==> src/rtl/bpru_pkg.sv <==
// bpru_pkg: shared widths, register indexes, format codes and the pixel type
// for the bitmap pixel row unpacker; no dependencies
package bpru_pkg;

   localparam int DIM_BITS_DEF = 16;
   localparam int BYTE_W       = 8;
   localparam int OUT_DIM_W    = 16;
   localparam int BPP_W        = 3;
   localparam int CSR_IDX_W    = 2;
   localparam int CSR_DATA_W   = 16;

   localparam logic [BYTE_W-1:0] OPAQUE = 8'hFF;

   // register indexes
   localparam logic [CSR_IDX_W-1:0] CSR_BPP    = 2'd0;
   localparam logic [CSR_IDX_W-1:0] CSR_WIDTH  = 2'd1;
   localparam logic [CSR_IDX_W-1:0] CSR_HEIGHT = 2'd2;

   // last byte index of a pixel, one code per stored format
   localparam logic [1:0] FMT_GRAY  = 2'd0;
   localparam logic [1:0] FMT_GRAYA = 2'd1;
   localparam logic [1:0] FMT_BGR   = 2'd2;
   localparam logic [1:0] FMT_BGRA  = 2'd3;

   typedef struct packed {
      logic [BYTE_W-1:0]    red;
      logic [BYTE_W-1:0]    green;
      logic [BYTE_W-1:0]    blue;
      logic [BYTE_W-1:0]    alpha;
      logic [OUT_DIM_W-1:0] pixel_column;
      logic [OUT_DIM_W-1:0] pixel_row;
      logic                 image_done;
   } pixel_type;

endpackage

==> src/rtl/bpru_if.sv <==
// bpru channel interfaces: byte input, pixel output and register write port
// depends on bpru_pkg
interface bpru_req_if import bpru_pkg::*; ();
   logic              valid;
   logic              ready;
   logic [BYTE_W-1:0] data_byte;

   modport source (output valid, output data_byte, input ready);
   modport sink   (input valid, input data_byte, output ready);
endinterface

interface bpru_rsp_if import bpru_pkg::*; ();
   logic                 valid;
   logic                 ready;
   logic [BYTE_W-1:0]    red;
   logic [BYTE_W-1:0]    green;
   logic [BYTE_W-1:0]    blue;
   logic [BYTE_W-1:0]    alpha;
   logic [OUT_DIM_W-1:0] pixel_column;
   logic [OUT_DIM_W-1:0] pixel_row;
   logic                 image_done;

   modport source (output valid, output red, output green, output blue, output alpha,
                   output pixel_column, output pixel_row, output image_done,
                   input ready);
   modport sink   (input valid, input red, input green, input blue, input alpha,
                   input pixel_column, input pixel_row, input image_done,
                   output ready);
endinterface

interface bpru_csr_if import bpru_pkg::*; ();
   logic                  valid;
   logic                  ready;
   logic [CSR_IDX_W-1:0]  index;
   logic [CSR_DATA_W-1:0] data;

   modport source (output valid, output index, output data, input ready);
   modport sink   (input valid, input index, input data, output ready);
endinterface

==> src/rtl/bmp_pixel_row_unpacker.sv <==
// bmp_pixel_row_unpacker: bitmap pixel-data bytes in, RGBA pixels with position out
// depends on bpru_pkg and the interfaces in bpru_if
//
//   channel    dir   payload                                          transfer
//   req_chan   in    data_byte                                        valid & ready
//   rsp_chan   out   red green blue alpha pixel_column pixel_row      valid & ready
//                    image_done
//   csr_chan   in    index data                                       valid & ready
//
// one byte per cycle while req_chan.ready is high; a byte's decode and counter update
// is one combinational pass into the output register, so a pixel is offered in the cycle after its last byte
// reset loads bytes_per_pixel 3, width 1, height 1 and clears all counters
// req_chan.ready drops only while a pixel waits in the output register and
// rsp_chan.ready is low; csr_chan is always ready
module bmp_pixel_row_unpacker import bpru_pkg::*; #(
   parameter int DIM_BITS = DIM_BITS_DEF
) (
   input  logic       clock,
   input  logic       reset,
   bpru_req_if.sink   req_chan,
   bpru_rsp_if.source rsp_chan,
   bpru_csr_if.sink   csr_chan
);

   logic [BPP_W-1:0]    bpp_ff;
   logic [DIM_BITS-1:0] width_ff, height_ff;

   logic [1:0]          idx_ff, idx_in;
   logic [BYTE_W-1:0]   held_first_ff, held_first_in;
   logic [BYTE_W-1:0]   held_second_ff, held_second_in;
   logic [BYTE_W-1:0]   held_third_ff, held_third_in;
   logic [DIM_BITS-1:0] col_ff, col_in;
   logic [DIM_BITS-1:0] row_ff, row_in;
   logic [1:0]          pad_ff, pad_in;
   logic                rsp_valid_ff, rsp_valid_in;
   pixel_type           pix_ff, pix_in;

   logic                req_take;
   logic [1:0]          last_idx;
   logic [DIM_BITS-1:0] w_eff, h_eff;
   logic                last_col, last_row;
   logic [4:0]          rem_prod;
   logic [BYTE_W-1:0]   b;

   assign req_chan.ready = !rsp_valid_ff || rsp_chan.ready;
   assign req_take       = req_chan.valid && req_chan.ready;
   assign csr_chan.ready = 1'b1;
   assign b              = req_chan.data_byte;

   always_comb begin
      if (bpp_ff == 3'd0) begin
         last_idx = FMT_GRAY;
      end else if (bpp_ff inside {[3'd1:3'd4]}) begin
         last_idx = bpp_ff[1:0] - 2'd1;
      end else begin
         last_idx = FMT_BGRA;
      end
   end

   assign w_eff    = (width_ff == '0) ? DIM_BITS'(1) : width_ff;
   assign h_eff    = (height_ff == '0) ? DIM_BITS'(1) : height_ff;
   assign last_col = col_ff >= (w_eff - DIM_BITS'(1));
   assign last_row = row_ff >= (h_eff - DIM_BITS'(1));
   assign rem_prod = 5'(w_eff[1:0]) * 5'({1'b0, last_idx} + 3'd1);

   always_comb begin
      idx_in         = idx_ff;
      held_first_in  = held_first_ff;
      held_second_in = held_second_ff;
      held_third_in  = held_third_ff;
      col_in         = col_ff;
      row_in         = row_ff;
      pad_in         = pad_ff;
      rsp_valid_in   = rsp_valid_ff && !rsp_chan.ready;
      pix_in         = pix_ff;

      if (req_take) begin
         if (pad_ff != 2'd0) begin
            pad_in = pad_ff - 2'd1;
         end else if (idx_ff < last_idx) begin
            case (idx_ff)
               2'd0:    held_first_in  = b;
               2'd1:    held_second_in = b;
               default: held_third_in  = b;
            endcase
            idx_in = idx_ff + 2'd1;
         end else begin
            pix_in.alpha = OPAQUE;
            case (last_idx)
               FMT_GRAY: begin
                  pix_in.red   = b;
                  pix_in.green = b;
                  pix_in.blue  = b;
               end
               FMT_GRAYA: begin
                  pix_in.red   = held_first_ff;
                  pix_in.green = held_first_ff;
                  pix_in.blue  = held_first_ff;
                  pix_in.alpha = b;
               end
               FMT_BGR: begin
                  pix_in.blue  = held_first_ff;
                  pix_in.green = held_second_ff;
                  pix_in.red   = b;
               end
               default: begin
                  pix_in.blue  = held_first_ff;
                  pix_in.green = held_second_ff;
                  pix_in.red   = held_third_ff;
                  pix_in.alpha = b;
               end
            endcase
            pix_in.pixel_column = OUT_DIM_W'(col_ff);
            pix_in.pixel_row    = OUT_DIM_W'(row_ff);
            pix_in.image_done   = last_col && last_row;
            rsp_valid_in        = 1'b1;
            idx_in              = 2'd0;

            if (last_col) begin
               pad_in = 2'd0 - rem_prod[1:0];
               col_in = '0;
               row_in = last_row ? '0 : row_ff + DIM_BITS'(1);
            end else begin
               col_in = col_ff + DIM_BITS'(1);
            end
         end
      end
   end

   always_ff @(posedge clock) begin
      if (reset) begin
         bpp_ff         <= 3'd3;
         width_ff       <= DIM_BITS'(1);
         height_ff      <= DIM_BITS'(1);
         idx_ff         <= 2'd0;
         held_first_ff  <= '0;
         held_second_ff <= '0;
         held_third_ff  <= '0;
         col_ff         <= '0;
         row_ff         <= '0;
         pad_ff         <= 2'd0;
         rsp_valid_ff   <= 1'b0;
      end else begin
         idx_ff         <= idx_in;
         held_first_ff  <= held_first_in;
         held_second_ff <= held_second_in;
         held_third_ff  <= held_third_in;
         col_ff         <= col_in;
         row_ff         <= row_in;
         pad_ff         <= pad_in;
         rsp_valid_ff   <= rsp_valid_in;
         if (csr_chan.valid && csr_chan.ready) begin
            case (csr_chan.index)
               CSR_BPP:    bpp_ff    <= csr_chan.data[BPP_W-1:0];
               CSR_WIDTH:  width_ff  <= csr_chan.data[DIM_BITS-1:0];
               CSR_HEIGHT: height_ff <= csr_chan.data[DIM_BITS-1:0];
               default:    ;
            endcase
         end
      end
   end

   always_ff @(posedge clock) begin
      pix_ff <= pix_in;
   end

   assign rsp_chan.valid        = rsp_valid_ff;
   assign rsp_chan.red          = pix_ff.red;
   assign rsp_chan.green        = pix_ff.green;
   assign rsp_chan.blue         = pix_ff.blue;
   assign rsp_chan.alpha        = pix_ff.alpha;
   assign rsp_chan.pixel_column = pix_ff.pixel_column;
   assign rsp_chan.pixel_row    = pix_ff.pixel_row;
   assign rsp_chan.image_done   = pix_ff.image_done;

endmodule

==> src/flat_wrapper.sv <==
// flat-port wrapper written by rule: the top's interface ports become plain ports
module bmp_pixel_row_unpacker_flat import bpru_pkg::*;
#(
   parameter int DIM_BITS = DIM_BITS_DEF
)
  (clock, reset, req_chan_valid, req_chan_data_byte, req_chan_ready, rsp_chan_valid, rsp_chan_red, rsp_chan_green, rsp_chan_blue, rsp_chan_alpha, rsp_chan_pixel_column, rsp_chan_pixel_row, rsp_chan_image_done, rsp_chan_ready, csr_chan_valid, csr_chan_index, csr_chan_data, csr_chan_ready);
  bpru_req_if req_chan_i ();
  bpru_rsp_if rsp_chan_i ();
  bpru_csr_if csr_chan_i ();
  input  logic clock;
  input  logic reset;
  input wire logic [$bits(req_chan_i.valid)-1:0] req_chan_valid;
  input wire logic [$bits(req_chan_i.data_byte)-1:0] req_chan_data_byte;
  output wire logic [$bits(req_chan_i.ready)-1:0] req_chan_ready;
  output wire logic [$bits(rsp_chan_i.valid)-1:0] rsp_chan_valid;
  output wire logic [$bits(rsp_chan_i.red)-1:0] rsp_chan_red;
  output wire logic [$bits(rsp_chan_i.green)-1:0] rsp_chan_green;
  output wire logic [$bits(rsp_chan_i.blue)-1:0] rsp_chan_blue;
  output wire logic [$bits(rsp_chan_i.alpha)-1:0] rsp_chan_alpha;
  output wire logic [$bits(rsp_chan_i.pixel_column)-1:0] rsp_chan_pixel_column;
  output wire logic [$bits(rsp_chan_i.pixel_row)-1:0] rsp_chan_pixel_row;
  output wire logic [$bits(rsp_chan_i.image_done)-1:0] rsp_chan_image_done;
  input wire logic [$bits(rsp_chan_i.ready)-1:0] rsp_chan_ready;
  input wire logic [$bits(csr_chan_i.valid)-1:0] csr_chan_valid;
  input wire logic [$bits(csr_chan_i.index)-1:0] csr_chan_index;
  input wire logic [$bits(csr_chan_i.data)-1:0] csr_chan_data;
  output wire logic [$bits(csr_chan_i.ready)-1:0] csr_chan_ready;
  assign req_chan_i.valid = req_chan_valid;
  assign req_chan_i.data_byte = req_chan_data_byte;
  assign req_chan_ready = req_chan_i.ready;
  assign rsp_chan_valid = rsp_chan_i.valid;
  assign rsp_chan_red = rsp_chan_i.red;
  assign rsp_chan_green = rsp_chan_i.green;
  assign rsp_chan_blue = rsp_chan_i.blue;
  assign rsp_chan_alpha = rsp_chan_i.alpha;
  assign rsp_chan_pixel_column = rsp_chan_i.pixel_column;
  assign rsp_chan_pixel_row = rsp_chan_i.pixel_row;
  assign rsp_chan_image_done = rsp_chan_i.image_done;
  assign rsp_chan_i.ready = rsp_chan_ready;
  assign csr_chan_i.valid = csr_chan_valid;
  assign csr_chan_i.index = csr_chan_index;
  assign csr_chan_i.data = csr_chan_data;
  assign csr_chan_ready = csr_chan_i.ready;
  bmp_pixel_row_unpacker #(.DIM_BITS(DIM_BITS)) u_core (.clock(clock), .reset(reset), .req_chan(req_chan_i), .rsp_chan(rsp_chan_i), .csr_chan(csr_chan_i));
endmodule
==> config.mk <==
export PLATFORM = sky130hd
export DESIGN_NAME = bmp_pixel_row_unpacker_flat
export DESIGN_NICKNAME = d
export VERILOG_FILES = /design/src/rtl/bpru_pkg.sv /design/src/rtl/bpru_if.sv /design/src/rtl/bmp_pixel_row_unpacker.sv /design/src/flat_wrapper.sv
export SDC_FILE = /design/constraint.sdc
export NUM_CORES = 1
export LEC_CHECK = 0
export BUFFER_PORTS_ARGS = -buffer_cell sky130_fd_sc_hd__buf_2
export CORE_ASPECT_RATIO = 0.6
export CORE_MARGIN = 5
export CORE_UTILIZATION = 40
export CTS_CLUSTER_SIZE = 10
export DETAILED_ROUTE_END_ITERATION = 6
export MAX_ROUTING_LAYER = met4
export PLACE_DENSITY_LB_ADDON = 0.1
export SYNTH_ARGS = -nofsm -noshare
export SYNTH_HDL_FRONTEND = slang
export SYNTH_SLANG_ARGS = --single-unit
==> constraint.sdc <==
create_clock -name clock -period 5.6 [get_ports clock]
set_clock_uncertainty 0.1 [all_clocks]
set_input_delay 0.28 -clock clock [delete_from_list [all_inputs] [get_ports clock]]
set_output_delay 0.28 -clock clock [all_outputs]
set_load 0.02 [all_outputs]
* Yosys cells after proc, flatten, opt, wreduce, memory -nomap -nowiden *
Cells that the tools add are included.

word-level totals
  input bits = 31
  output and inout port bits = 68
  register bits = 161
  logic and storage cells = 83

cells by class
  $add $sub $neg = 9
  $mul = 1
  eq/ne operators = 6
  bitwise logic cells = 3
  reductions and logical operators = 27
  multiplexer cells = 14
  $lt $le $gt $ge = 5

operator list
  operator                                                               count
  24-bit case mux with 3 select lines                                    1
  16-bit two-way mux                                                     4
  16-bit by 1-bit adder with 16-bit output, second input constant        2
  16-bit >= comparator                                                   2
  16-bit zero test                                                       2
  16-bit by 1-bit subtractor with 16-bit output, second input constant   2
  4-bit AND reduction                                                    4
  2-bit two-way mux                                                      6
  2-bit AND reduction                                                    4
  2-bit by 1-bit == test with 1-bit output, second input constant        3
  2-bit zero test                                                        3
  3-bit AND reduction                                                    2
  2-bit by 5-bit multiplier with 2-bit output                            1
  2-bit == test, second input constant                                   2
  1-bit logical AND                                                      4
  2-bit nonzero test                                                     2
  2-bit OR reduction                                                     2
  2-bit by 1-bit subtractor with 2-bit output, second input constant     2
  2-bit by 1-bit adder with 3-bit output, second input constant          1
  3-bit by 1-bit >= comparator with 1-bit output, second input constant  1
  3-bit less-or-equal comparator, second input constant                  1
  3-bit zero test                                                        1
  1-bit two-way mux                                                      3
  1-bit inverter                                                         3
  6 further kinds                                                        7

* Depth between registers and ports, before layout *
  depth after elaboration = 10
  gate-level depth with buffers = 17

* Worst setup path before layout *
Ideal clock, no wire load.

  kind = reg-to-reg
  start = register u_core.width_ff[2]
  end = register u_core.col_ff[10]
  path slack = 1.562 ns
  arrival = 3.810 ns
  buffers on the path = 1
  data required time = 5.372 ns
  stages on the path, launching flop included = 18
  library setup time = 0.128 ns
  cells stage by stage = dfxtp_1 > or3_4 > or3_4 > or3_4 > o21bai_4 > inv_1 > ha_1 > or3b_2 > nor3_1 > xnor2_1 > ha_1 > nand4_1 > nor3_1 > nand3_1 > nand3_1 > a21o_1 > clkbuf_1 > nor2_1

between the ends
  longest elaborated chain between the ends = 5

RTL lines
  item                                               RTL line                       text
  from (decl)                                        bmp_pixel_row_unpacker.sv:26   logic [DIM_BITS-1:0] width_ff, height_ff;
  from (signal assigned)                             bmp_pixel_row_unpacker.sv:155  CSR_WIDTH: width_ff <= csr_chan.data[DIM_BITS-1:0];
  16-bit zero test                                   bmp_pixel_row_unpacker.sv:60   assign w_eff = (width_ff == '0) ? DIM_BITS'(1) : width_ff;
  16-bit two-way mux (*)                             bmp_pixel_row_unpacker.sv:60
  16-bit by 1-bit subtractor with 16-bit output (*)  bmp_pixel_row_unpacker.sv:62   assign last_col = col_ff >= (w_eff - DIM_BITS'(1));
  16-bit >= comparator (*)                           bmp_pixel_row_unpacker.sv:62
  16-bit two-way mux (*)                             bmp_pixel_row_unpacker.sv:119  if (last_col) begin
  to (signal assigned)                               bmp_pixel_row_unpacker.sv:148  col_ff <= col_in;
  to (decl)                                          bmp_pixel_row_unpacker.sv:32   logic [DIM_BITS-1:0] col_ff, col_in;

Mark *: on every way between the ends. The rest lies on a longest branch, timed or not.
A chain may end at the register's enable or synchronous reset.

* Worst setup path in the final report *
  start = register u_core.height_ff[8]
  end = register u_core.row_ff[3]

between the ends
  longest elaborated chain between the ends = 5

RTL lines
  item                                               RTL line                       text
  from (decl)                                        bmp_pixel_row_unpacker.sv:26
  from (signal assigned)                             bmp_pixel_row_unpacker.sv:156  CSR_HEIGHT: height_ff <= csr_chan.data[DIM_BITS-1:0];
  16-bit zero test                                   bmp_pixel_row_unpacker.sv:61   assign h_eff = (height_ff == '0) ? DIM_BITS'(1) : height_ff;
  16-bit two-way mux (*)                             bmp_pixel_row_unpacker.sv:61
  16-bit by 1-bit subtractor with 16-bit output (*)  bmp_pixel_row_unpacker.sv:63   assign last_row = row_ff >= (h_eff - DIM_BITS'(1));
  16-bit >= comparator (*)                           bmp_pixel_row_unpacker.sv:63
  16-bit two-way mux (*)                             bmp_pixel_row_unpacker.sv:122  row_in = last_row ? '0 : row_ff + DIM_BITS'(1);
  to (signal assigned)                               bmp_pixel_row_unpacker.sv:149  row_ff <= row_in;
  to (decl)                                          bmp_pixel_row_unpacker.sv:33   logic [DIM_BITS-1:0] row_ff, row_in;

Marks and branches as above.

==> qor.yml <==
cts.clk_slew.worst_paths_ps: 60
cts_resized: 0
routedLengthMet1_mm: 10.7
clk-insertion-delay-late_ps: 420
vias: 6224
drt_iter0_drc: 472
cts_setup_buffers: 0
setup.worst_path.end_class: "flip-flop"
worstSetupStartpointType: "flip-flop"
design.final.nets: 961
first_global_vias: 6023
worstReg2RegEnd: "u_core.row_ff[3]"
critical_path.reg2reg.startpoint: "u_core.height_ff[8]"
worstPathMaxFanout: 17
ios: 99
min_path_cells: 3
gp_congestion: 0.879
fin_tns_setup_ps: 0
fin_cells: 1144
design.die.area_um2: 22300
syn_avg_cell_area_um2: 9.74
clock.fmax_mhz: 210
proportion_of_layout_cells_with_a_drive_suffix_above_1_pct: 16.6
top_layer: "met4"
hold_path.class: "primary input to flip-flop"
timing.critical_path.required_ps: 5820
number_of_storage_elements_in_the_synthesis_netlist: 161
tritoncts.num_buffers: 17
setup.reg_to_reg.worst_slack_ps: 830
final.min_clock_period_ps: 4770
timing.setup.critical_path_class: "flip-flop to flip-flop"
static-leakage-power_nw: 3.58
post_route_wl_mm: 20.5
rows: 39
placement.cell_area_um2: 8440
worstHoldEndpoint: "u_core.width_ff[14]"
met3_length_mm: 1.14
clk_root_buffer_cell: "sky130_fd_sc_hd__clkbuf_16"
cp.arrival_ps: 4990
cts-htree-levels: 4
synth.net_count: 871
clk_path_buf_depth: 2
synth-async-reset-ratio_pct: 0
yosysUniqueCellTypes: 64
ys_warn_count: 0
wl_per_cell_um: 17.9
buffer_ports.inserted: 97
drc_errors: 0
antenna_found_initial: 0
maxSlewViolCount: 0
placed_cells_incl_taps: 1111
yosysSeqAreaShare_pct: 50.0
floorplan.die.width_um: 190
cells_on_worst_reg2reg_path: 15
initial_utilization_pct: 40.7
synth-edff-count: 65
synth_flop_cell: "sky130_fd_sc_hd__dfxtp_1"
global_route_overflow: 0
grtUsageTotal_pct: 19.0
area_of_the_placeable_core_um2: 19000
die-height_um: 118
setup_viol_count_final: 0
tritoncts: "done"
min-delay-start: "csr_chan_data[14]"
power.density_cell_area_nw_per_um2: 324
total_power_w: 0.00291
synth_area_um2: 7740
antenna_violating_nets_post_route: 0
vdd.ir_drop.worst_mv: 0.184
layout-area-overhead-vs-synth_pct: 16.2
fin_crit_sh_pct: 85.2
outcome: "complete, no violations"
detail_route.first_pass.iterations: 5
timing.max_slew.rel_slack_pct: 34.7
timing.final.hold_violations: 0
dp_hpwl_mm: 15.3
antennaDiodeCount: 0
worst_pin_slew_ps: 980
detail_route.vias_per_cell: 5.44
clock-sinks: 161
grt_max_degree: 65
syn-instance-count: 795
wl_met2_mm: 8.46
post_route_cell_area_um2: 9000
grt_first_pass_wirelength_mm: 32.8
rsz0062_at_grt: "false"
maximum_capacitance_violations: 0
[per-stage QoR]
step                hold WS [ps]  util [%]  setup slack [ps]
floorplan                    304         -              1560
global placement             347      44.4              1110
detailed placement           347      44.4               842
CTS                         6.46      47.3               825
global route                27.8      47.3               435
finish                      29.3      47.3               829
[where the power goes]
group          internal [W]  switching (W)  leakage, nW
Sequential          0.00131      0.0000383         1.36
Combinational      0.000152       0.000319         1.97
Clock              0.000611       0.000485        0.256
[cell usage after synthesis (2+ instances only)]
cell type / n / area [µm²]
sky130_fd_sc_hd__or4_1: 2 / 15.0
sky130_fd_sc_hd__clkbuf_1: 21 / 78.8
sky130_fd_sc_hd__nor3_1: 13 / 65.1
sky130_fd_sc_hd__a211oi_1: 2 / 15.0
sky130_fd_sc_hd__and3b_1: 2 / 17.5
sky130_fd_sc_hd__a221oi_2: 2 / 30.0
sky130_fd_sc_hd__nor3_2: 2 / 20.0
sky130_fd_sc_hd__nand4_1: 11 / 68.8
sky130_fd_sc_hd__o21ai_0: 10 / 50.1
sky130_fd_sc_hd__nand3b_1: 4 / 30.0
sky130_fd_sc_hd__a211o_1: 8 / 70.1
sky130_fd_sc_hd__and4_1: 2 / 17.5
sky130_fd_sc_hd__or3_1: 4 / 25.0
sky130_fd_sc_hd__and3_1: 8 / 50.1
sky130_fd_sc_hd__o21a_1: 8 / 60.1
sky130_fd_sc_hd__a21oi_1: 74 / 370
sky130_fd_sc_hd__nand3_2: 2 / 20.0
sky130_fd_sc_hd__buf_2: 6 / 30.0
sky130_fd_sc_hd__and2_1: 7 / 43.8
sky130_fd_sc_hd__nor2b_1: 4 / 25.0
sky130_fd_sc_hd__a22oi_1: 16 / 120
sky130_fd_sc_hd__mux2i_1: 9 / 90.1
sky130_fd_sc_hd__inv_1: 18 / 67.6
sky130_fd_sc_hd__dfxtp_1: 96 / 1920
sky130_fd_sc_hd__nor2_1: 57 / 214
sky130_fd_sc_hd__o31ai_1: 6 / 45.0
sky130_fd_sc_hd__nor3b_1: 3 / 22.5
sky130_fd_sc_hd__ha_1: 45 / 563
sky130_fd_sc_hd__nand2b_1: 12 / 75.1
sky130_fd_sc_hd__xor2_1: 17 / 149
sky130_fd_sc_hd__o211ai_1: 3 / 22.5
sky130_fd_sc_hd__edfxtp_1: 65 / 1950
sky130_fd_sc_hd__buf_1: 4 / 15.0
sky130_fd_sc_hd__nand2_1: 137 / 514
sky130_fd_sc_hd__nor4_2: 2 / 25.0
sky130_fd_sc_hd__o311ai_1: 2 / 17.5
sky130_fd_sc_hd__a21o_1: 18 / 135
sky130_fd_sc_hd__nor4_1: 8 / 50.1
sky130_fd_sc_hd__nand3_1: 35 / 175
sky130_fd_sc_hd__xnor2_1: 21 / 184
sky130_fd_sc_hd__o21ai_1: 4 / 20.0
sky130_fd_sc_hd__or3_4: 3 / 33.8
[per-layer routing]
layer / global-route usage [%] / vias up
li1: - / 3027
met1: 28.4 / 3019
met2: 26.3 / 164
met3: 3.82 / 14
met4: 4.47 / 0
met5: - / -
[worst max path at each step]
stage	startpoint	end	slack, ps
2_1_floorplan	u_core.width_ff[2]	u_core.col_ff[10]	1560
3_3_place_gp	u_core.height_ff[8]	u_core.row_ff[3]	1110
3_5_place_dp	u_core.height_ff[8]	u_core.row_ff[3]	840
4_1_cts	u_core.height_ff[8]	u_core.row_ff[3]	820
5_1_grt	u_core.height_ff[8]	u_core.row_ff[3]	440
6_report	u_core.height_ff[8]	u_core.row_ff[3]	830
[sequential cells by signal, indices dropped and copies added, names as in the netlist, 2 cells and up]
name / flops
u_core.idx_ff: 2
u_core.held_third_ff: 8
u_core.bpp_ff: 3
u_core.held_second_ff: 8
u_core.rsp_chan.blue: 8
u_core.rsp_chan.pixel_row: 16
u_core.col_ff: 16
u_core.height_ff: 16
u_core.width_ff: 16
u_core.held_first_ff: 8
u_core.pad_ff: 2
u_core.rsp_chan.pixel_column: 16
u_core.rsp_chan.alpha: 8
u_core.rsp_chan.green: 8
u_core.row_ff: 16
u_core.rsp_chan.red: 8
[cells in the final DEF, fill, tap and decap left out, drive strengths merged, types with 4 or more instances in the layout]
| cell type | n |
|---|---|
| nand2 | 137 |
| buf | 102 |
| dfxtp | 96 |
| a21oi | 74 |
| edfxtp | 65 |
| nor2 | 57 |
| ha | 45 |
| nand3 | 37 |
| xnor2 | 21 |
| inv | 20 |
| clkbuf | 19 |
| a21o | 18 |
| xor2 | 17 |
| a22oi | 16 |
| nor3 | 15 |
| o21ai | 14 |
| nand2b | 12 |
| nand4 | 11 |
| nor4 | 10 |
| mux2i | 9 |
| o21a | 8 |
| and3 | 8 |
| a211o | 8 |
| and2 | 8 |
| o31ai | 7 |
| or3 | 7 |
| clkinv | 7 |
| nand3b | 4 |
| nor2b | 4 |
[critical path: stages (launching register included)]
cell and delay [ps]:
sky130_fd_sc_hd__dfxtp_1 360, sky130_fd_sc_hd__or4_1 600, sky130_fd_sc_hd__nor4_1 290, sky130_fd_sc_hd__and2b_1 230, sky130_fd_sc_hd__a21oi_1 110, sky130_fd_sc_hd__ha_1 260, sky130_fd_sc_hd__nand3_1 180, sky130_fd_sc_hd__nor3_1 80
sky130_fd_sc_hd__xnor2_1 200, sky130_fd_sc_hd__ha_1 260, sky130_fd_sc_hd__and2_1 150, sky130_fd_sc_hd__a221oi_2 240, sky130_fd_sc_hd__o221ai_2 180, sky130_fd_sc_hd__a211oi_4 660, sky130_fd_sc_hd__nand3_2 390, sky130_fd_sc_hd__o311ai_1 390
[layout make-up]
type	instances	area [µm²]
clock buffer	19	433
clock inverter	13	114
fill	1803	10000
inverter	18	67.6
multi-input combinational	584	3670
sequential	161	3870
tap	246	308
timing repair buffer	103	533
[kinds of logic after synthesis]
kind of cell,synth area share (%)
and+or+nand+nor,20.1
AOI/OAI and AO/OA,14.5
DFF,50.0
buffers and inverters,2.57
adders and majority gates,7.27
xor gates and xnor gates,4.30
muxes,1.16
other,0.0484
[repair_timing]
action                                 4_1_cts  5_1_grt
setup endpoints to repair                    0        0
endpoints found under the hold margin        1        0
hold buffers                                 1        0
(Power assumes the default switching activity.)
